$ cat config.mk
export PLATFORM = sky130hd
export DESIGN_NAME = comment_aware_text_tokenizer_core
export DESIGN_NICKNAME = d
export VERILOG_FILES = /design/src/design/ctt_pkg.sv /design/src/design/comment_aware_text_tokenizer_core.sv /design/src/design/ctt_front.sv /design/src/design/ctt_queue.sv /design/src/design/ctt_back.sv
export SDC_FILE = /design/constraint.sdc
export NUM_CORES = 1
export LEC_CHECK = 0
export BUFFER_PORTS_ARGS = -buffer_cell sky130_fd_sc_hd__buf_2
export CORE_AREA = 2 2 136 138
export DETAILED_ROUTE_END_ITERATION = 7
export DIE_AREA = 0 0 138 140
export SLEW_MARGIN = 25
export SYNTH_ARGS = -nofsm -noshare
export SYNTH_HDL_FRONTEND = slang
export SYNTH_HIERARCHICAL = 1
export SYNTH_SLANG_ARGS = --single-unit
export TNS_END_PERCENT = 20
$ cat constraint.sdc
create_clock -name clk -period 6.6 [get_ports clk]
set_clock_uncertainty 0.15 [all_clocks]
set_input_delay 0.33 -clock clk [delete_from_list [all_inputs] [get_ports clk]]
set_output_delay 0.33 -clock clk [all_outputs]
set_load 0.01 [all_outputs]
$ cat src/design/ctt_pkg.sv
// Shared types and constants for the comment-aware text tokenizer.
// Holds the transfer payload structs, the per-item result bundle and character codes.
// No dependencies.
package ctt_pkg;

    localparam int QUEUE_DEPTH = 4;
    localparam int MAX_RESULTS = 3;
    localparam int RES_IDX_W   = 2;

    localparam logic [1:0] CMD_BYTE       = 2'd0;
    localparam logic [1:0] CMD_BYTE_FLUSH = 2'd1;
    localparam logic [1:0] CMD_FLUSH      = 2'd2;
    localparam logic [1:0] CMD_FLUSH_ALT  = 2'd3;

    localparam logic [2:0] MODE_DEFAULT    = 3'd0;
    localparam logic [2:0] MODE_STRING     = 3'd1;
    localparam logic [2:0] MODE_SLASH      = 3'd2;
    localparam logic [2:0] MODE_LINE       = 3'd3;
    localparam logic [2:0] MODE_BLOCK      = 3'd4;
    localparam logic [2:0] MODE_BLOCK_STAR = 3'd5;

    localparam logic [1:0] KIND_CHAR   = 2'd0;
    localparam logic [1:0] KIND_END    = 2'd1;
    localparam logic [1:0] KIND_SINGLE = 2'd2;

    localparam logic [7:0] CH_SPACE   = 8'h20;
    localparam logic [7:0] CH_TAB     = 8'h09;
    localparam logic [7:0] CH_COMMA   = 8'h2C;
    localparam logic [7:0] CH_NEWLINE = 8'h0A;
    localparam logic [7:0] CH_LBRACK  = 8'h5B;
    localparam logic [7:0] CH_RBRACK  = 8'h5D;
    localparam logic [7:0] CH_DQUOTE  = 8'h22;
    localparam logic [7:0] CH_SQUOTE  = 8'h27;
    localparam logic [7:0] CH_SLASH   = 8'h2F;
    localparam logic [7:0] CH_STAR    = 8'h2A;

    typedef struct packed {
        logic [1:0] command;
        logic [7:0] char_in;
    } item_t;

    typedef struct packed {
        logic [1:0] kind;
        logic [7:0] char_out;
        logic       last_in_run;
    } result_t;

    typedef struct packed {
        logic [1:0] kind;
        logic [7:0] char_out;
    } token_t;

    typedef struct packed {
        logic [RES_IDX_W-1:0]         count;
        token_t [MAX_RESULTS-1:0]     tokens;
    } bundle_t;

endpackage

$ cat src/design/comment_aware_text_tokenizer_core.sv
// Comment-aware text tokenizer, top level. Accepts one item per cycle while the
// bundle queue has room; with nothing ahead, an item's bundle is written into the queue
// and then into the output register. Output is one token per cycle while result_ready
// is high, so three-token items drain slowly; QUEUE_DEPTH bundles absorb it.
// Reset clears lexer mode, quote byte, open-token flag, queue and output stage.
// Depends on ctt_pkg, ctt_front, ctt_queue and ctt_back.
module comment_aware_text_tokenizer_core
#(
    parameter int QUEUE_DEPTH = ctt_pkg::QUEUE_DEPTH
)
(
    input  logic             clk,
    input  logic             rst_n,
    input  logic             item_valid,
    output logic             item_ready,
    input  ctt_pkg::item_t   item,
    output logic             result_valid,
    input  logic             result_ready,
    output ctt_pkg::result_t result
);

    logic             push_valid;
    logic             push_ready;
    ctt_pkg::bundle_t push_data;
    logic             pop_valid;
    logic             pop_ready;
    ctt_pkg::bundle_t pop_data;

    ctt_front u_front
    (
        .clk        (clk),
        .rst_n      (rst_n),
        .item_valid (item_valid),
        .item_ready (item_ready),
        .item       (item),
        .push_valid (push_valid),
        .push_ready (push_ready),
        .push_data  (push_data)
    );

    ctt_queue
    #(
        .DEPTH (QUEUE_DEPTH)
    )
    u_queue
    (
        .clk        (clk),
        .rst_n      (rst_n),
        .push_valid (push_valid),
        .push_ready (push_ready),
        .push_data  (push_data),
        .pop_valid  (pop_valid),
        .pop_ready  (pop_ready),
        .pop_data   (pop_data)
    );

    ctt_back u_back
    (
        .clk          (clk),
        .rst_n        (rst_n),
        .pop_valid    (pop_valid),
        .pop_ready    (pop_ready),
        .pop_data     (pop_data),
        .result_valid (result_valid),
        .result_ready (result_ready),
        .result       (result)
    );

endmodule

$ cat src/design/ctt_front.sv
// Front end of the tokenizer: accepts input items, tracks lexer state and
// builds one bundle of up to three tokens per item. Depends on ctt_pkg.
module ctt_front
(
    input  logic            clk,
    input  logic            rst_n,
    input  logic            item_valid,
    output logic            item_ready,
    input  ctt_pkg::item_t  item,
    output logic            push_valid,
    input  logic            push_ready,
    output ctt_pkg::bundle_t push_data
);

    logic [2:0] mode_reg;
    logic [2:0] mode_next;
    logic [7:0] quote_reg;
    logic [7:0] quote_next;
    logic       token_open_reg;
    logic       token_open_next;
    logic       accept;

    ctt_pkg::bundle_t bundle;

    function automatic ctt_pkg::bundle_t push_token(ctt_pkg::bundle_t b, logic [1:0] kind,
                                                    logic [7:0] ch);
        ctt_pkg::bundle_t r;
        r = b;
        if (b.count < ctt_pkg::RES_IDX_W'(ctt_pkg::MAX_RESULTS))
        begin
            r.tokens[b.count].kind     = kind;
            r.tokens[b.count].char_out = ch;
            r.count                    = b.count + 1'b1;
        end
        return r;
    endfunction

    always_comb
    begin
        logic [7:0] ch;
        logic       tok;
        ch         = item.char_in;
        tok        = token_open_reg;
        bundle     = '0;
        mode_next  = mode_reg;
        quote_next = quote_reg;
        if (!item.command[1])
        begin
            unique case (mode_reg)
                ctt_pkg::MODE_DEFAULT:
                begin
                    priority if (ch == ctt_pkg::CH_SPACE || ch == ctt_pkg::CH_TAB ||
                                 ch == ctt_pkg::CH_COMMA)
                    begin
                        if (tok)
                        begin
                            bundle = push_token(bundle, ctt_pkg::KIND_END, 8'h00);
                            tok    = 1'b0;
                        end
                    end
                    else if (ch == ctt_pkg::CH_NEWLINE || ch == ctt_pkg::CH_LBRACK ||
                             ch == ctt_pkg::CH_RBRACK)
                    begin
                        if (tok)
                        begin
                            bundle = push_token(bundle, ctt_pkg::KIND_END, 8'h00);
                            tok    = 1'b0;
                        end
                        bundle = push_token(bundle, ctt_pkg::KIND_SINGLE, ch);
                    end
                    else if (ch == ctt_pkg::CH_DQUOTE || ch == ctt_pkg::CH_SQUOTE)
                    begin
                        if (tok)
                        begin
                            bundle = push_token(bundle, ctt_pkg::KIND_END, 8'h00);
                        end
                        bundle     = push_token(bundle, ctt_pkg::KIND_CHAR, ch);
                        tok        = 1'b1;
                        quote_next = ch;
                        mode_next  = ctt_pkg::MODE_STRING;
                    end
                    else if (ch == ctt_pkg::CH_SLASH)
                    begin
                        if (tok)
                        begin
                            bundle = push_token(bundle, ctt_pkg::KIND_END, 8'h00);
                            tok    = 1'b0;
                        end
                        mode_next = ctt_pkg::MODE_SLASH;
                    end
                    else
                    begin
                        bundle = push_token(bundle, ctt_pkg::KIND_CHAR, ch);
                        tok    = 1'b1;
                    end
                end
                ctt_pkg::MODE_STRING:
                begin
                    bundle = push_token(bundle, ctt_pkg::KIND_CHAR, ch);
                    tok    = 1'b1;
                    if (ch == quote_reg)
                    begin
                        mode_next = ctt_pkg::MODE_DEFAULT;
                        bundle    = push_token(bundle, ctt_pkg::KIND_END, 8'h00);
                        tok       = 1'b0;
                    end
                end
                ctt_pkg::MODE_SLASH:
                begin
                    priority if (ch == ctt_pkg::CH_SLASH)
                    begin
                        mode_next = ctt_pkg::MODE_LINE;
                    end
                    else if (ch == ctt_pkg::CH_STAR)
                    begin
                        mode_next = ctt_pkg::MODE_BLOCK;
                    end
                    else
                    begin
                        if (ch == ctt_pkg::CH_NEWLINE)
                        begin
                            bundle = push_token(bundle, ctt_pkg::KIND_SINGLE, ch);
                        end
                        mode_next = ctt_pkg::MODE_DEFAULT;
                    end
                end
                ctt_pkg::MODE_LINE:
                begin
                    if (ch == ctt_pkg::CH_NEWLINE)
                    begin
                        bundle    = push_token(bundle, ctt_pkg::KIND_SINGLE, ch);
                        mode_next = ctt_pkg::MODE_DEFAULT;
                    end
                end
                ctt_pkg::MODE_BLOCK:
                begin
                    priority if (ch == ctt_pkg::CH_STAR)
                    begin
                        mode_next = ctt_pkg::MODE_BLOCK_STAR;
                    end
                    else if (ch == ctt_pkg::CH_NEWLINE)
                    begin
                        bundle = push_token(bundle, ctt_pkg::KIND_SINGLE, ch);
                    end
                    else
                    begin
                        mode_next = mode_reg;
                    end
                end
                ctt_pkg::MODE_BLOCK_STAR:
                begin
                    if (ch == ctt_pkg::CH_SLASH)
                    begin
                        mode_next = ctt_pkg::MODE_DEFAULT;
                    end
                    else
                    begin
                        if (ch == ctt_pkg::CH_NEWLINE)
                        begin
                            bundle = push_token(bundle, ctt_pkg::KIND_SINGLE, ch);
                        end
                        mode_next = ctt_pkg::MODE_BLOCK;
                    end
                end
                default:
                begin
                    mode_next = ctt_pkg::MODE_DEFAULT;
                end
            endcase
        end
        if (item.command != ctt_pkg::CMD_BYTE && tok)
        begin
            bundle = push_token(bundle, ctt_pkg::KIND_END, 8'h00);
            tok    = 1'b0;
        end
        token_open_next = tok;
    end

    assign item_ready = push_ready;
    assign accept     = item_valid && item_ready;
    assign push_valid = item_valid && (bundle.count != '0);
    assign push_data  = bundle;

    always_ff @(posedge clk or negedge rst_n)
    begin
        if (!rst_n)
        begin
            mode_reg       <= ctt_pkg::MODE_DEFAULT;
            quote_reg      <= 8'h00;
            token_open_reg <= 1'b0;
        end
        else if (accept)
        begin
            mode_reg       <= mode_next;
            quote_reg      <= quote_next;
            token_open_reg <= token_open_next;
        end
    end

endmodule

$ cat src/design/ctt_queue.sv
// Bundle queue between the tokenizer front end and the output sequencer.
// Small register-array FIFO of result bundles. Depends on ctt_pkg.
module ctt_queue
#(
    parameter int DEPTH = ctt_pkg::QUEUE_DEPTH
)
(
    input  logic             clk,
    input  logic             rst_n,
    input  logic             push_valid,
    output logic             push_ready,
    input  ctt_pkg::bundle_t push_data,
    output logic             pop_valid,
    input  logic             pop_ready,
    output ctt_pkg::bundle_t pop_data
);

    localparam int PTR_W = (DEPTH > 1) ? $clog2(DEPTH) : 1;
    localparam int CNT_W = $clog2(DEPTH + 1);
    localparam logic [PTR_W-1:0] LAST_PTR = PTR_W'(DEPTH - 1);

    ctt_pkg::bundle_t mem [DEPTH];

    logic [PTR_W-1:0] wr_ptr_reg;
    logic [PTR_W-1:0] wr_ptr_next;
    logic [PTR_W-1:0] rd_ptr_reg;
    logic [PTR_W-1:0] rd_ptr_next;
    logic [CNT_W-1:0] count_reg;
    logic [CNT_W-1:0] count_next;
    logic             push;
    logic             pop;

    assign push_ready = (count_reg != CNT_W'(DEPTH));
    assign pop_valid  = (count_reg != '0);
    assign pop_data   = mem[rd_ptr_reg];
    assign push       = push_valid && push_ready;
    assign pop        = pop_valid && pop_ready;

    always_comb
    begin
        wr_ptr_next = wr_ptr_reg;
        rd_ptr_next = rd_ptr_reg;
        count_next  = count_reg;
        if (push)
        begin
            wr_ptr_next = (wr_ptr_reg == LAST_PTR) ? '0 : wr_ptr_reg + 1'b1;
        end
        if (pop)
        begin
            rd_ptr_next = (rd_ptr_reg == LAST_PTR) ? '0 : rd_ptr_reg + 1'b1;
        end
        if (push && !pop)
        begin
            count_next = count_reg + 1'b1;
        end
        else if (pop && !push)
        begin
            count_next = count_reg - 1'b1;
        end
    end

    always_ff @(posedge clk)
    begin
        if (push)
        begin
            mem[wr_ptr_reg] <= push_data;
        end
    end

    always_ff @(posedge clk or negedge rst_n)
    begin
        if (!rst_n)
        begin
            wr_ptr_reg <= '0;
            rd_ptr_reg <= '0;
            count_reg  <= '0;
        end
        else
        begin
            wr_ptr_reg <= wr_ptr_next;
            rd_ptr_reg <= rd_ptr_next;
            count_reg  <= count_next;
        end
    end

endmodule

$ cat src/design/ctt_back.sv
// Output sequencer of the tokenizer: holds one bundle in a register and transfers
// its tokens one per cycle while result_ready is high, marking the last. Depends on ctt_pkg.
module ctt_back
(
    input  logic             clk,
    input  logic             rst_n,
    input  logic             pop_valid,
    output logic             pop_ready,
    input  ctt_pkg::bundle_t pop_data,
    output logic             result_valid,
    input  logic             result_ready,
    output ctt_pkg::result_t result
);

    ctt_pkg::bundle_t              head_reg;
    logic                          head_valid_reg;
    logic                          head_valid_next;
    logic [ctt_pkg::RES_IDX_W-1:0] idx_reg;
    logic [ctt_pkg::RES_IDX_W-1:0] idx_next;
    logic                          is_last;
    logic                          out_fire;
    logic                          load;

    assign is_last      = (idx_reg == head_reg.count - 1'b1);
    assign result_valid = head_valid_reg;
    assign out_fire     = result_valid && result_ready;
    assign load         = pop_valid && (!head_valid_reg || (out_fire && is_last));
    assign pop_ready    = load;

    always_comb
    begin
        result.kind        = head_reg.tokens[idx_reg].kind;
        result.char_out    = head_reg.tokens[idx_reg].char_out;
        result.last_in_run = is_last;
    end

    always_comb
    begin
        head_valid_next = head_valid_reg;
        idx_next        = idx_reg;
        priority if (load)
        begin
            head_valid_next = 1'b1;
            idx_next        = '0;
        end
        else if (out_fire && is_last)
        begin
            head_valid_next = 1'b0;
        end
        else if (out_fire)
        begin
            idx_next = idx_reg + 1'b1;
        end
    end

    always_ff @(posedge clk)
    begin
        if (load)
        begin
            head_reg <= pop_data;
        end
    end

    always_ff @(posedge clk or negedge rst_n)
    begin
        if (!rst_n)
        begin
            head_valid_reg <= 1'b0;
            idx_reg        <= '0;
        end
        else
        begin
            head_valid_reg <= head_valid_next;
            idx_reg        <= idx_next;
        end
    end

endmodule
Word-level counts from Yosys, hierarchy flattened
Memory sizes are Yosys's and may differ from the RTL's. A register that Yosys moved wholly into a read port is not among the register bits.
Cells that the tools add are included.
- register bits after elaboration: 22
- memory bits (writable): 128
- input bits: 14
- output and inout bits: 13
- word-level logic and storage cells: 181
- memories kept: 1
- memory list (memory ; words ; bits a word ; read ports ; clocked after memory_dff ; wr ports ; line ; RTL):
    u_queue.mem ; 4 ; 32 ; 1 ; 1 ; 1 ; ctt_queue.sv:22 ; ctt_pkg::bundle_t mem [DEPTH];
- add/sub/neg operators: 10
- magnitude comparators: 13
- eq/ne operators: 27
- muxes and demuxes: 86
- bitwise operators: 3
- reduce and logical (&&, ||, !) cells: 33
- operators with widths (kind ; count):
    2-to-1 mux 32 bit ; 21
    bitwise mux 30 bit ; 8
    case mux 32 bit (6 select lines) ; 1
    demux 10 bit (select 2 bit) ; 8
    2-to-1 mux 31 bit ; 4
    2-to-1 mux 10 bit ; 7
    == test 8 x 6 -> 1 bit (second input constant) ; 6
    2-to-1 mux 3 bit ; 12
    2-to-1 mux 8 bit ; 4
    binary-select mux 10 bit (select 2 bit) ; 1
    case mux 3 bit (6 select lines) ; 1
    == test 8 x 4 -> 1 bit (second input constant) ; 2
    == test 8 x 7 -> 1 bit (second input constant) ; 2
    < comparator 2 x 3 -> 1 bit (second input constant) ; 5
    adder 2 x 1 -> 2 bit (second input constant) ; 7
    logical AND 1 bit ; 14
    2-to-1 mux 2 bit ; 7
    2-to-1 mux 1 bit ; 11
    nonzero test 2 bit ; 5
    == test 8 bit ; 1
    >= comparator 2 x 1 -> 1 bit (second input constant) ; 4
    < comparator 2 bit (second input constant) ; 4
    AND reduction 8 bit ; 1
    == test 3 x 2 -> 1 bit (second input constant) ; 2
    other kinds (19) ; 34

Depth between registers and ports, before layout
Gate-level depths: netlist (run 1).
- word-level depth: 34
- depth in mapped cells: 14
- gate-level depth less buffers: 13

By module
The synthesis (run 1) kept the hierarchy.
- modules (own cells, without submodules) (module ; times used ; cells an instance ; area each (um^2) ; seq. area each (um^2)):
    ctt_queue ; 1 ; 205 ; 5106.1 ; 4018.9
    ctt_back ; 1 ; 102 ; 1476.4 ; 1036.0
    ctt_front ; 1 ; 161 ; 1262.5 ; 300.3

Worst setup path before layout (run 1)
Ideal clock, no wire load.
- path kind: register -> register
- from: reg u_back/idx_reg[1] in the netlist's numbering
- to: reg u_queue.count_reg[1]
- setup time: 0.125 ns
- data arrival time: 5.957 ns
- data required time: 6.325 ns
- setup slack: 0.368 ns
- stages on the path, launching flop included: 9
- buffers on the path: 1
- period minus slack after synthesis: 6.232 ns
- cell sequence: dfrtp_1 buf_6 xnor2_2 o311ai_0 nand2_2 ha_1 inv_1 fa_1 mux2_2
- word-level cells in the longest chain between the ends: 8
- elaborated cells on any way between the ends: 10
- those cells by class: eq/ne (1); mux (1); reduce/logical (8)
- ends and longest elaborated chain (element ; line ; RTL):
    start: declaration ; ctt_back.sv:18 ; logic [ctt_pkg::RES_IDX_W-1:0] idx_reg;
    start signal: assignment ; ctt_back.sv:74 ; idx_reg <= idx_next;
    == test 2 bit ; ctt_back.sv:24 ; assign is_last = (idx_reg == head_reg.count - 1'b1);
    logical AND 1 bit ; ctt_back.sv:27 ; assign load = pop_valid && (!head_valid_reg || (out_fire && is_last));
    logical OR 1 bit ; ctt_back.sv:27 ;
    logical AND 1 bit ; ctt_back.sv:27 ;
    net pop_ready ; comment_aware_text_tokenizer_core.sv:26 ; logic pop_ready;
    logical AND 1 bit ; ctt_queue.sv:37 ; assign pop = pop_valid && pop_ready;
    logical NOT 1 bit ; ctt_queue.sv:52 ; if (push && !pop)
    logical AND 1 bit ; ctt_queue.sv:52 ;
    2-to-1 mux 3 bit ; ctt_queue.sv:52 ;
    net u_queue.count_next[1] ; ctt_queue.sv:29 ; logic [CNT_W-1:0] count_next;
    end signal: assignment ; ctt_queue.sv:82 ; count_reg <= count_next;
    end: declaration ; ctt_queue.sv:28 ; logic [CNT_W-1:0] count_reg;
The timed path passes the listed nets, and every way through them passes these cells.
A chain may end at the register's enable or synchronous reset.

Worst setup path in the final report (run 1)
- from: reg u_front.mode_reg[1]
- to: mem u_queue/mem[3][2] in the netlist's numbering (enable)
- word-level cells in the longest chain between the ends: 11
- elaborated cells on any way between the ends: 20
- those cells by class: add/sub (1); order compare (1); eq/ne (5); mux (8); reduce/logical (5)
- ends and longest elaborated chain (element ; line ; RTL):
    start: declaration ; ctt_front.sv:15 ; logic [2:0] mode_reg;
    start signal: assignment ; ctt_front.sv:188 ; mode_reg <= ctt_pkg::MODE_DEFAULT;
    start signal: assignment ; ctt_front.sv:194 ; mode_reg <= mode_next;
    == test 3 bit, or another cell as far along ; ctt_front.sv:49 ; unique case (mode_reg)
    case mux 32 bit (6 select lines) ; ctt_front.sv:49 ;
    2-to-1 mux 32 bit ; ctt_front.sv:47 ; if (!item.command[1])
    adder 2 x 1 -> 2 bit / < comparator 2 bit (equally long branches) ; ctt_front.sv:33, ctt_front.sv:29 ;
    2-to-1 mux 32 bit ; ctt_front.sv:29 ; if (b.count < ctt_pkg::RES_IDX_W'(ctt_pkg::MAX_RESULTS))
    2-to-1 mux 32 bit (*) ; ctt_front.sv:171 ; if (item.command != ctt_pkg::CMD_BYTE && tok)
    nonzero test 2 bit (*) ; ctt_front.sv:181 ; assign push_valid = item_valid && (bundle.count != '0);
    logical AND 1 bit (*) ; ctt_front.sv:181 ;
    net push_valid ; comment_aware_text_tokenizer_core.sv:22 ; logic push_valid;
    logical AND 1 bit (*) ; ctt_queue.sv:36 ; assign push = push_valid && push_ready;
    net u_queue.push ; ctt_queue.sv:30 ; logic push;
    2-to-1 mux 1 bit (*) ; ctt_queue.sv:64 ; if (push)
    2-to-1 mux 1 bit (implied by the code) (*) ; ctt_queue.sv:66 ; mem[wr_ptr_reg] <= push_data;
    end: declaration ; ctt_queue.sv:22 ;
The timed path passes the listed nets; every way through them passes the cells marked *.

==> flow_metrics.tcl, run 1 <==
set metrics [dict create \
    status "complete, no violations" \
    fin_tns_setup_ps 0 \
    first_pass_iters 6 \
    cp_top_family "simple AND/OR/NAND/NOR gates" \
    ys.flop_type "edfxtp_1" \
    async_reset_ff_frac 0.121 \
    vias 4004 \
    finish.utilization 0.488 \
    cts.sinks 182 \
    critPathBufInv 1 \
    yosys.area.top_type "edfxtp_1" \
    grt_usage 0.155 \
    vias_per_cell 5.43 \
    fmax_mhz 259 \
    post_drt_wl_per_cell_um 19.2 \
    critPathMaxFanout 26 \
    synth_area_per_cell_um2 16.8 \
    total_power_mw 3.61 \
    cts_tree "yes" \
    post-dp-hpwl_mm 9.16 \
    drive_gt1_frac 0.219 \
    largest_reg_flops 128 \
    ir_drop_mv 0.205 \
    synthToLayoutAreaGrowth_pct 10.6 \
    switching_share 0.298 \
    coreArea_um2 17800 \
    clk_path_buf_depth 2 \
    max_slew_margin 0.459 \
    start_kind "flip-flop" \
    netlist_top_cells_area "edfxtp_1 (61%), mux4_2 (8.0%), dfrtp_1 (7.0%), mux2i_1 (1.4%), and2_1 (1.4%)" \
    antenna_left 0 \
    seq_area_frac_synth 0.683 \
    pwr-share-clk 0.266 \
    powerDensity_nw_per_um2 416 \
    ios 27 \
    setup_viol 0 \
    comb_power_share 0.265 \
    fin_crit_ps 3860 \
    seq_power_share 0.470 \
    drt-total-wl_mm 14.2 \
    antenna_found_initial 0 \
    clkSlewWorstSetupHoldPaths_ps 60 \
    yosys_warnings 6 \
    grt_overflow 0 \
    p_int_mw 2.54 \
    slowest_delay_ps 640 \
    dieArea_um2 19300 \
    final_cells 737 \
    num_antenna_cells 0 \
    grt_first_pass_wirelength_mm 22.8 \
    finalCritPeriodShare 0.585 \
    die_y_um 140 \
    hold_viol 0 \
    io_buffers 26 \
    whs_ps 99.6 \
    hold_class "primary input to flip-flop" \
    grt_pass1_vias 4132 \
    syn_area_um2 7850 \
    netlist_instances 468 \
    cts_root_buffer "clkbuf_16" \
    die_w_um 138 \
    worstSetupPathType "flip-flop to flip-flop" \
    tightest_slew_ps 812 \
    drv_cap 0 \
    synth_top_area_frac 0.612 \
    cp_cell_sequence "or3_1, nor3_1, o211ai_1, a21o_1, a31oi_1, a21boi_2, and2_1, buf_4" \
    start_util 0.441 \
    drv_slew 0 \
    route.detailed.drc 0 \
    p_sw_mw 1.07 \
    synth_edf_count 160 \
    p_leak_nw 3.01 \
    rows 49 \
    htreeDepth 4 \
    gp_congestion 0.869 \
    cp-end-kind "flip-flop" \
    slowest_stage "nor3_1" \
    drtIter0Drc 269 \
    numCtsBuffers 17 \
    critPathArrivalTime_ps 3790 \
    grt_max_degree 34 \
    synth_seq_cells 182 \
    rsz0062_at_grt "no" \
    yosysUniqueCellTypes 64 \
    insertion_delay_ps 430 \
    final_net_count 516 \
    place_inst 704 \
    crit_required_ps 6530 \
]
[per-stage QoR]
| stage | cell area (um^2) | worst slack (ps) |
|---|---|---|
| after floorplan | 7880 | 368 |
| after global placement | 8100 | 2760 |
| after detailed placement | 8100 | 2690 |
| after CTS | 8680 | 2730 |
| after global routing | 8680 | 2500 |
| final | 8680 | 2740 |
[synth_stat cells (2+ instances only)]
library cell / number
edfxtp_1: 160
mux4_2: 28
dfrtp_1: 22
nand2_1: 20
o21ai_0: 20
and2_1: 17
nor2_1: 17
buf_4: 12
a21oi_1: 11
mux2i_1: 11
xor2_1: 11
inv_1: 8
buf_2: 7
clkbuf_1: 7
ha_1: 6
mux2_2: 6
nor3_1: 6
nand2b_1: 5
nand3_1: 5
nand4_1: 5
nor3b_1: 5
nor4_1: 5
a31oi_1: 4
mux4_1: 4
nor2b_1: 4
a21o_1: 3
buf_1: 3
buf_12: 3
buf_6: 3
o21a_1: 3
or3_1: 3
or4_1: 3
xnor2_1: 3
a311oi_2: 2
mux2_4: 2
nand3b_1: 2
o2111ai_1: 2
o211ai_1: 2
or2_2: 2
or3_4: 2
[worst register-to-register path: cells and delay by family (launching register included)]
family,cells,cell delay (ps)
and+or+nand+nor,3,1490
AOI/OAI and AO/OA,4,910
DFF,1,490
buffers and inverters,1,450
[cells by family after synthesis]
kind of cell / after synthesis / synth area share
compound gates: 59 / 0.0504
flops: 182 / 0.683
buf+inv: 43 / 0.0365
mux: 51 / 0.120
fa+ha+maj: 7 / 0.0121
xor+xnor: 15 / 0.0177
simple gates: 110 / 0.0799
other cells: 1 / 0.000478
[timing repair]
action                    4_1_cts  5_1_grt
gates resized for setup         0        0
setup buffers                   0        0
hold buffers                    1        0
hold endpoints to repair       22        0
[worst paths after layout]
check                                                       from                                  to  slack [ps]  cells past startpoint
worst max-delay path             u_front/mode_reg[1]$_DFFE_PN0P_         u_queue/mem[3][2]$_DFFE_PP_        2740                      8
worst min-delay path                                  item_valid  u_front/token_open_reg$_DFFE_PN0P_         100                      3
worst max register to register   u_front/mode_reg[1]$_DFFE_PN0P_         u_queue/mem[3][2]$_DFFE_PP_        2740                      8
worst min register to register  u_front/quote_reg[5]$_DFFE_PN0P_    u_front/quote_reg[5]$_DFFE_PN0P_         340                      1
max in group asynchronous                                  rst_n   u_queue/rd_ptr_reg[0]$_DFFE_PN0P_        5580                      2
min in group asynchronous                                  rst_n    u_front/quote_reg[6]$_DFFE_PN0P_         290                      2
[placed cells by master, fill, tap and decap left out, types with 6 or more instances in the layout]
master / netlist / final
buf_2: 7 / 26
and2_1: 17 / 17
mux4_2: 28 / 28
mux2_2: 6 / 6
xor2_1: 11 / 11
dfrtp_1: 22 / 21
nand2_1: 20 / 20
mux2i_1: 11 / 11
a21oi_1: 11 / 11
inv_1: 8 / 8
edfxtp_1: 160 / 160
nor2_1: 17 / 17
ha_1: 6 / 6
clkbuf_16: 0 / 17
o21ai_0: 20 / 20
conb_1: 1 / 10
nor3_1: 6 / 6
buf_4: 12 / 7
[power groups by stage]
stage	clock (mW)	combinational, mW	sequential, mW
floorplan	0	0.808	1.65
global placement	0	0.953	1.71
detailed placement	0	0.975	1.72
CTS	0.984	0.980	1.70
global route	1.03	1.06	1.72
finish	0.959	0.956	1.70
[metal layers]
metal / global-route usage / routed length [um] / vias to the layer above
li1: - / - / 1863
met1: 0.211 / 6610 / 2007
met2: 0.249 / 6790 / 108
met3: 0.0376 / 525 / 26
met4: 0.0521 / 232 / 0
met5: 0 / 0 / -
[area by class of cell]
cell class                 instances  area (um^2)
inverter                           8         30.0
tap                              229          287
clock inverter                    13          133
timing repair buffer              34          193
clock buffer                      19          433
fill                            1497         9100
sequential                       182         5360
multi-input combinational        252         2240
(Power assumes the default switching activity.)
==> run 2, diff against run 1 <==
--- a/config.mk
+++ b/config.mk
@@ -5,10 +5,11 @@
 export SDC_FILE = /design/constraint.sdc
 export NUM_CORES = 1
 export LEC_CHECK = 0
+export ABC_AREA = 1
 export BUFFER_PORTS_ARGS = -buffer_cell sky130_fd_sc_hd__buf_2
-export CORE_AREA = 2 2 136 138
+export CORE_AREA = 2 2 139 141
 export DETAILED_ROUTE_END_ITERATION = 7
-export DIE_AREA = 0 0 138 140
+export DIE_AREA = 0 0 141 143
 export SLEW_MARGIN = 25
 export SYNTH_ARGS = -nofsm -noshare
 export SYNTH_HDL_FRONTEND = slang
==> constraint.sdc (replaced) <==
create_clock -name clk -period 3.6 [get_ports clk]
set_clock_uncertainty 0.15 [all_clocks]
set_input_delay 0.18 -clock clk [delete_from_list [all_inputs] [get_ports clk]]
set_output_delay 0.18 -clock clk [all_outputs]
set_load 0.01 [all_outputs]
==> run 2 against run 1 <==
Net effect: non-clock buffer count grew 8; combinational power increased by 110%; flip-flop and latch count unchanged; first-iteration DRC count grew 8.2%; routed wire length up 13%; synthesized area is 5.6% higher; cell count is 40% higher; critical endpoint is now u_queue/count_reg[2]$_DFFE_PN0P_.
==> flow_metrics.tcl, run 2 <==
set metrics [dict create \
    crit_cells 18 \
    drive_gt1_frac 0.150 \
    synth_edf_count 160 \
    synth_top_family_by_area "simple AND/OR/NAND/NOR gates" \
    yosysUniqueCellTypes 43 \
    cp_top_family "simple AND/OR/NAND/NOR gates" \
    grt_pass1_vias 5093 \
    grt_usage 0.168 \
    ys.flop_type "edfxtp_1" \
    netlist_top_cells_area "edfxtp_1 (58%), nand2_1 (8.2%), dfrtp_1 (6.6%), o211ai_1 (5.8%), inv_1 (4.9%)" \
    ios 27 \
    yosys.area_share.adder 0.0115 \
    crit_required_ps 3780 \
    die_w_um 141 \
    status "complete, no violations" \
    drt-total-wl_mm 16.0 \
    whs_ps 54.8 \
    max_slew_margin 0.471 \
    grt_max_degree 83 \
    gp_congestion 0.862 \
    critPathArrivalTime_ps 3410 \
    synth_area_per_cell_um2 10.9 \
    cp-end-kind "flip-flop" \
    start_util 0.446 \
    multi_input_area_um2 2300 \
    slowest_delay_ps 430 \
    clk_path_buf_depth 2 \
    grt_overflow 0 \
    seq_area_frac_synth 0.646 \
    rsz0062_at_grt "no" \
    hold_viol 0 \
    fin_tns_setup_ps 0 \
    post_drt_wl_per_cell_um 15.5 \
    cts_setup_buffers 0 \
    synth_top_area_frac 0.580 \
    vias_per_cell 5.04 \
    cp_cell_sequence "inv_1, nand2_1, nor2_4, nand3_1, a21boi_2, inv_1, nand3_1, nand2_1, inv_1, nand2_1, inv_1, ha_1, inv_1, fa_1, inv_1, nand2_1, nand4_1, nand2_1" \
    yosys.area.top_type "edfxtp_1" \
    largest_reg_flops 128 \
    powerDensity_nw_per_um2 756 \
    synth_seq_cells 182 \
    hold_class "primary input to flip-flop" \
    die_y_um 143 \
    met2_length_mm 7.71 \
    min_path_cells 3 \
    async_reset_ff_frac 0.121 \
    drv_cap 0 \
    synth-xor-area-share 0.00952 \
    yosysMostFrequentCell "nand2_1" \
    cts_root_buffer "clkbuf_16" \
    clkSlewWorstSetupHoldPaths_ps 70 \
    yosys_warnings 6 \
    netlist_top_cells_count "nand2_1 (181), edfxtp_1 (160), inv_1 (109)" \
    start_kind "flip-flop" \
    critPathBufInv 6 \
    cts_tree "yes" \
    insertion_delay_ps 430 \
    nFillCells 1640 \
    synth-compound-area-share 0.0885 \
    first_pass_iters 5 \
    dr.max_layer_used "met4" \
    met1Wirelength_mm 7.42 \
    htreeDepth 4 \
    fin_crit_ps 3230 \
    vias 5217 \
    critPathMaxFanout 7 \
    ir_drop_mv 0.379 \
    antenna_left 0 \
    drtIter0Drc 291 \
    crit_top_cell "inv_1" \
    final_net_count 809 \
    dieArea_um2 20200 \
    numCtsBuffers 17 \
    syn_area_um2 8280 \
    num_antenna_cells 0 \
    synth.mux.area_fraction 0 \
    cts.sinks 182 \
    post-dp-hpwl_mm 10.3 \
    worst-r2r-cell-count 18 \
    netlist_instances 760 \
    drv_slew 0 \
    post_cts_resized 0 \
    setup_viol 0 \
    io_buffers 26 \
    finalCritPeriodShare 0.897 \
    reg2reg_setup_slack_ps 370 \
    cts_hold_buf 6 \
    worstSetupPathType "flip-flop to flip-flop" \
    layout_common_cells "nand2_1 (181), edfxtp_1 (160), inv_1 (109)" \
    seq_area_um2 5360 \
    antenna_found_initial 0 \
    fmax_mhz 310 \
    coreArea_um2 18600 \
    grt_first_pass_wirelength_mm 25.6 \
    routed-wl-met3_um 655 \
    slowest_stage "dfrtp_1" \
    layout_commonest_cell "nand2_1" \
    route.detailed.drc 0 \
    tightest_slew_ps 794 \
    rows 50 \
    yosys.area_share.simple 0.159 \
    p_leak_nw 3.79 \
    synthToLayoutAreaGrowth_pct 11.9 \
]
-- run 2: changes by cell type after synthesis, sizes merged, moves of 12 or more --
| cell | previous run | this run |
|---|---|---|
| buf | 28 | 40 |
| inv | 8 | 118 |
| nand3 | 5 | 33 |
| mux4 | 32 | 0 |
| and2 | 18 | 0 |
| nand2 | 21 | 193 |
| nor2 | 17 | 63 |
| o211ai | 2 | 64 |
-- run 2: through the flow --
| stage | power [mW] | util | worst slack [ps] | cells | cell area, um^2 |
|---|---|---|---|---|---|
| final | 7.00 | 0.499 | 371 | 1035 | 9270 |
| after floorplan | 4.58 | - | 97.9 | 769 | 8320 |
| after global routing | 7.44 | 0.499 | 128 | 1035 | 9270 |
| after global placement | 5.12 | 0.463 | 542 | 997 | 8600 |
| after CTS | 7.08 | 0.499 | 378 | 1035 | 9270 |
| after detailed placement | 5.18 | 0.463 | 394 | 997 | 8600 |
-- run 2: final timing paths --
path	start	endpoint
min	item[4]	u_queue/mem[3][14]$_DFFE_PP_
max	u_front/mode_reg[0]$_DFFE_PN0P_	u_queue/count_reg[2]$_DFFE_PN0P_
max in group asynchronous	rst_n	u_queue/rd_ptr_reg[0]$_DFFE_PN0P_
min in group asynchronous	rst_n	u_front/quote_reg[2]$_DFFE_PN0P_
max reg2reg	u_front/mode_reg[0]$_DFFE_PN0P_	u_queue/count_reg[2]$_DFFE_PN0P_
min reg2reg	u_front/quote_reg[5]$_DFFE_PN0P_	u_front/quote_reg[5]$_DFFE_PN0P_
-- run 2: where the power goes --
part	leakage (nW)	internal (mW)	switching, mW
Clock	0.296	1.05	0.827
Sequential	1.75	2.87	0.293
Combinational	1.74	0.643	1.32
-- run 2: cell type report --
type	instances	area share
clock buffer	17	0.0459
clock inverter	15	0.0194
inverter	119	0.0483
multi-input combinational	426	0.248
sequential	182	0.578
tap	234	0.0316
timing repair buffer	42	0.0286
-- run 2: routing by layer --
metal / vias up / global-route usage
met1: 2502 / 0.219
met5: - / 0
met2: 99 / 0.284
li1: 2593 / -
met3: 23 / 0.0372
met4: 0 / 0.0532
-- run 2: logic make-up after synthesis --
logic type	count (synthesis)
other	1
adder cells (fa/ha/maj)	7
flip-flops	182
buffers and inverters	161
AND/OR/NAND/NOR	302
XOR/XNOR	9
AO/OA/AOI/OAI	98
-- run 2: worst register-to-register path, cell delays in order, from the launching register on --
cell	delay (ps)
dfrtp_1	430
inv_1	200
nand2_1	240
nor2_4	210
nand3_1	110
a21boi_2	170
inv_1	80
nand3_1	80
nand2_1	50
inv_1	80
nand2_1	280
inv_1	140
ha_1	170
inv_1	70
fa_1	380
inv_1	70
nand2_1	70
nand4_1	90
nand2_1	60
==> run 3, diff against run 2 <==
--- a/config.mk
+++ b/config.mk
@@ -10,6 +10,7 @@
 export CORE_AREA = 2 2 139 141
 export DETAILED_ROUTE_END_ITERATION = 7
 export DIE_AREA = 0 0 141 143
+export GPL_TIMING_DRIVEN = 0
 export SLEW_MARGIN = 25
 export SYNTH_ARGS = -nofsm -noshare
 export SYNTH_HDL_FRONTEND = slang
==> run 3 against run 2 <==
Net effect: power grew 1.6%; cell area grew 2.3%; routed wire length grew 9.0%; critical path type unchanged; sequential power shrank 4%; global-route usage grew 2.0 points; via count grew 2.4%; clock-buffer cell count grew 1; sequential share of layout area shrank 1.4 points; die area is the same; critical path depth is the same; largest cell class unchanged.
==> flow_metrics.tcl, run 3 (synthesis results as in run 2) <==
set metrics [dict create \
    cts.sinks 182 \
    die_w_um 141 \
    vias_per_cell 5.00 \
    insertion_delay_ps 440 \
    reg2reg_from "u_front/mode_reg[0]$_DFFE_PN0P_" \
    rsz0062_at_grt "no" \
    gp_congestion 0.922 \
    drtIter0Drc 341 \
    layout_commonest_cell "nand2_1" \
    drv_slew 0 \
    drv_cap 0 \
    drive_gt1_frac 0.179 \
    dieArea_um2 20200 \
    tightest_slew_ps 666 \
    seq_area_um2 5360 \
    antenna_left 0 \
    hold_class "primary input to flip-flop" \
    min_from "item[5]" \
    num_antenna_cells 0 \
    critPathArrivalTime_ps 3400 \
    timing.rr.end "u_queue/count_reg[2]$_DFFE_PN0P_" \
    grt_pass1_vias 5371 \
    start_kind "flip-flop" \
    ir_drop_mv 0.403 \
    reg2reg_setup_slack_ps 380 \
    grt_max_degree 27 \
    rows 50 \
    largest_reg_flops 128 \
    p_leak_nw 3.94 \
    finalCritPeriodShare 0.895 \
    route.detailed.drc 0 \
    fin_tns_setup_ps 0 \
    clkSlewWorstSetupHoldPaths_ps 70 \
    layout_common_cells "nand2_1 (180), edfxtp_1 (160), inv_1 (109)" \
    coreArea_um2 18600 \
    preCtsSetupSlack_ps 318 \
    hold_viol 0 \
    cts_root_buffer "clkbuf_16" \
    grt_overflow 0 \
    numCtsBuffers 17 \
    clk_path_buf_depth 2 \
    setup_viol 0 \
    cts_tree "yes" \
    status "complete, no violations" \
    fmax_mhz 310 \
    grt_usage 0.188 \
    first_pass_iters 5 \
    multi_input_area_um2 2300 \
    total_power_mw 7.12 \
    min_path_cells 3 \
    htreeDepth 4 \
    grt_first_pass_wirelength_mm 28.4 \
    synthToLayoutAreaGrowth_pct 14.5 \
    powerDensity_nw_per_um2 750 \
    worstSetupPathType "flip-flop to flip-flop" \
    die_y_um 143 \
    worst-r2r-cell-count 18 \
    fin_crit_ps 3220 \
    ios 27 \
    io_buffers 23 \
    crit_required_ps 3780 \
    drt-total-wl_mm 17.5 \
    vias 5340 \
    hold-path-endpoint "u_queue/mem[1][15]$_DFFE_PP_" \
    max_slew_margin 0.556 \
    final_net_count 842 \
    antenna_found_initial 0 \
    start_util 0.446 \
    setup_ws_ps 379 \
    cp-end-kind "flip-flop" \
    post-dp-hpwl_mm 12.4 \
    nFillCells 1597 \
    critPathMaxFanout 7 \
    post_drt_wl_per_cell_um 16.3 \
]
[run 3: cell types whose count changed in the layout (fill, tap and decap cells not counted), moves of 3 or more]
cell,previous run,this run
buf_16,0,3
buf_2,26,46
buf_4,10,15
clkbuf_1,0,3
[run 3: cell type report]
cell class / count / area share
Timing Repair Buffer: 33 / 0.0303
Clock buffer: 18 / 0.0452
Buffer: 42 / 0.0264
Tap cell: 234 / 0.0309
Inverter: 119 / 0.0472
Clock inverter: 14 / 0.0124
Sequential cell: 182 / 0.565
Multi-Input combinational cell: 426 / 0.243
[run 3: stage by stage]
stage	hold slack, ps	util	cell area [um^2]	std cells
after floorplan	-266	-	8320	769
after global placement	46.3	0.470	8730	1026
after detailed placement	55.6	0.478	8890	1031
after CTS	46.8	0.510	9480	1068
after global routing	83.6	0.511	9490	1068
final	62.0	0.511	9490	1068
[run 3: critical path, cell delays in order, from the launching register on]
cell	delay, ps
dfrtp_1	430
inv_1	220
nand2_1	250
nor2_4	200
nand3_1	120
a21boi_2	190
inv_1	90
nand3_1	90
nand2_1	50
inv_1	100
nand2_2	180
inv_1	110
ha_1	180
inv_1	80
fa_1	390
inv_1	60
nand2_1	80
nand4_1	100
nand2_1	50
[run 3: timing repair]
action / CTS / global route
hold buffers: 5 / 0
hold endpoints to repair: 29 / 0
buffers inserted: 0 / 0
gates resized for setup: 0 / 1
endpoints found under the setup margin: 0 / 1
[run 3: worst max path at each step]
| stage | startpoint | slack, ps | to | depth (start not counted) |
|---|---|---|---|---|
| 4_1_cts | u_front/mode_reg[0]$_DFFE_PN0P_ | 310 | u_queue/count_reg[2]$_DFFE_PN0P_ | 18 |
| 6_report | u_front/mode_reg[0]$_DFFE_PN0P_ | 380 | u_queue/count_reg[2]$_DFFE_PN0P_ | 18 |
| 2_1_floorplan | u_front/mode_reg[0]$_DFFE_PN0P_ | 100 | u_queue/mem[0][0]$_DFFE_PP_ | 11 |
| 3_3_place_gp | u_front/mode_reg[0]$_DFFE_PN0P_ | -1300 | u_queue/mem[1][21]$_DFFE_PP_ | 11 |
| 5_1_grt | u_front/mode_reg[0]$_DFFE_PN0P_ | 60 | u_queue/count_reg[2]$_DFFE_PN0P_ | 19 |
| 3_5_place_dp | u_front/mode_reg[0]$_DFFE_PN0P_ | 320 | u_queue/count_reg[2]$_DFFE_PN0P_ | 18 |
[run 3: routing by layer]
| metal | share of wire | track usage | wire, um |
|---|---|---|---|
| met5 | 0 | 0 | 0 |
| met4 | 0.025 | 0.0763 | 433 |
| met3 | 0.036 | 0.0382 | 632 |
| met2 | 0.48 | 0.304 | 8310 |
| met1 | 0.46 | 0.251 | 8080 |
[run 3: report_power, final]
group / internal, mW / leakage (nW) / switching, mW
combinational: 0.785 / 1.91 / 1.59
clock: 0.905 / 0.273 / 0.806
sequential: 2.87 / 1.75 / 0.169
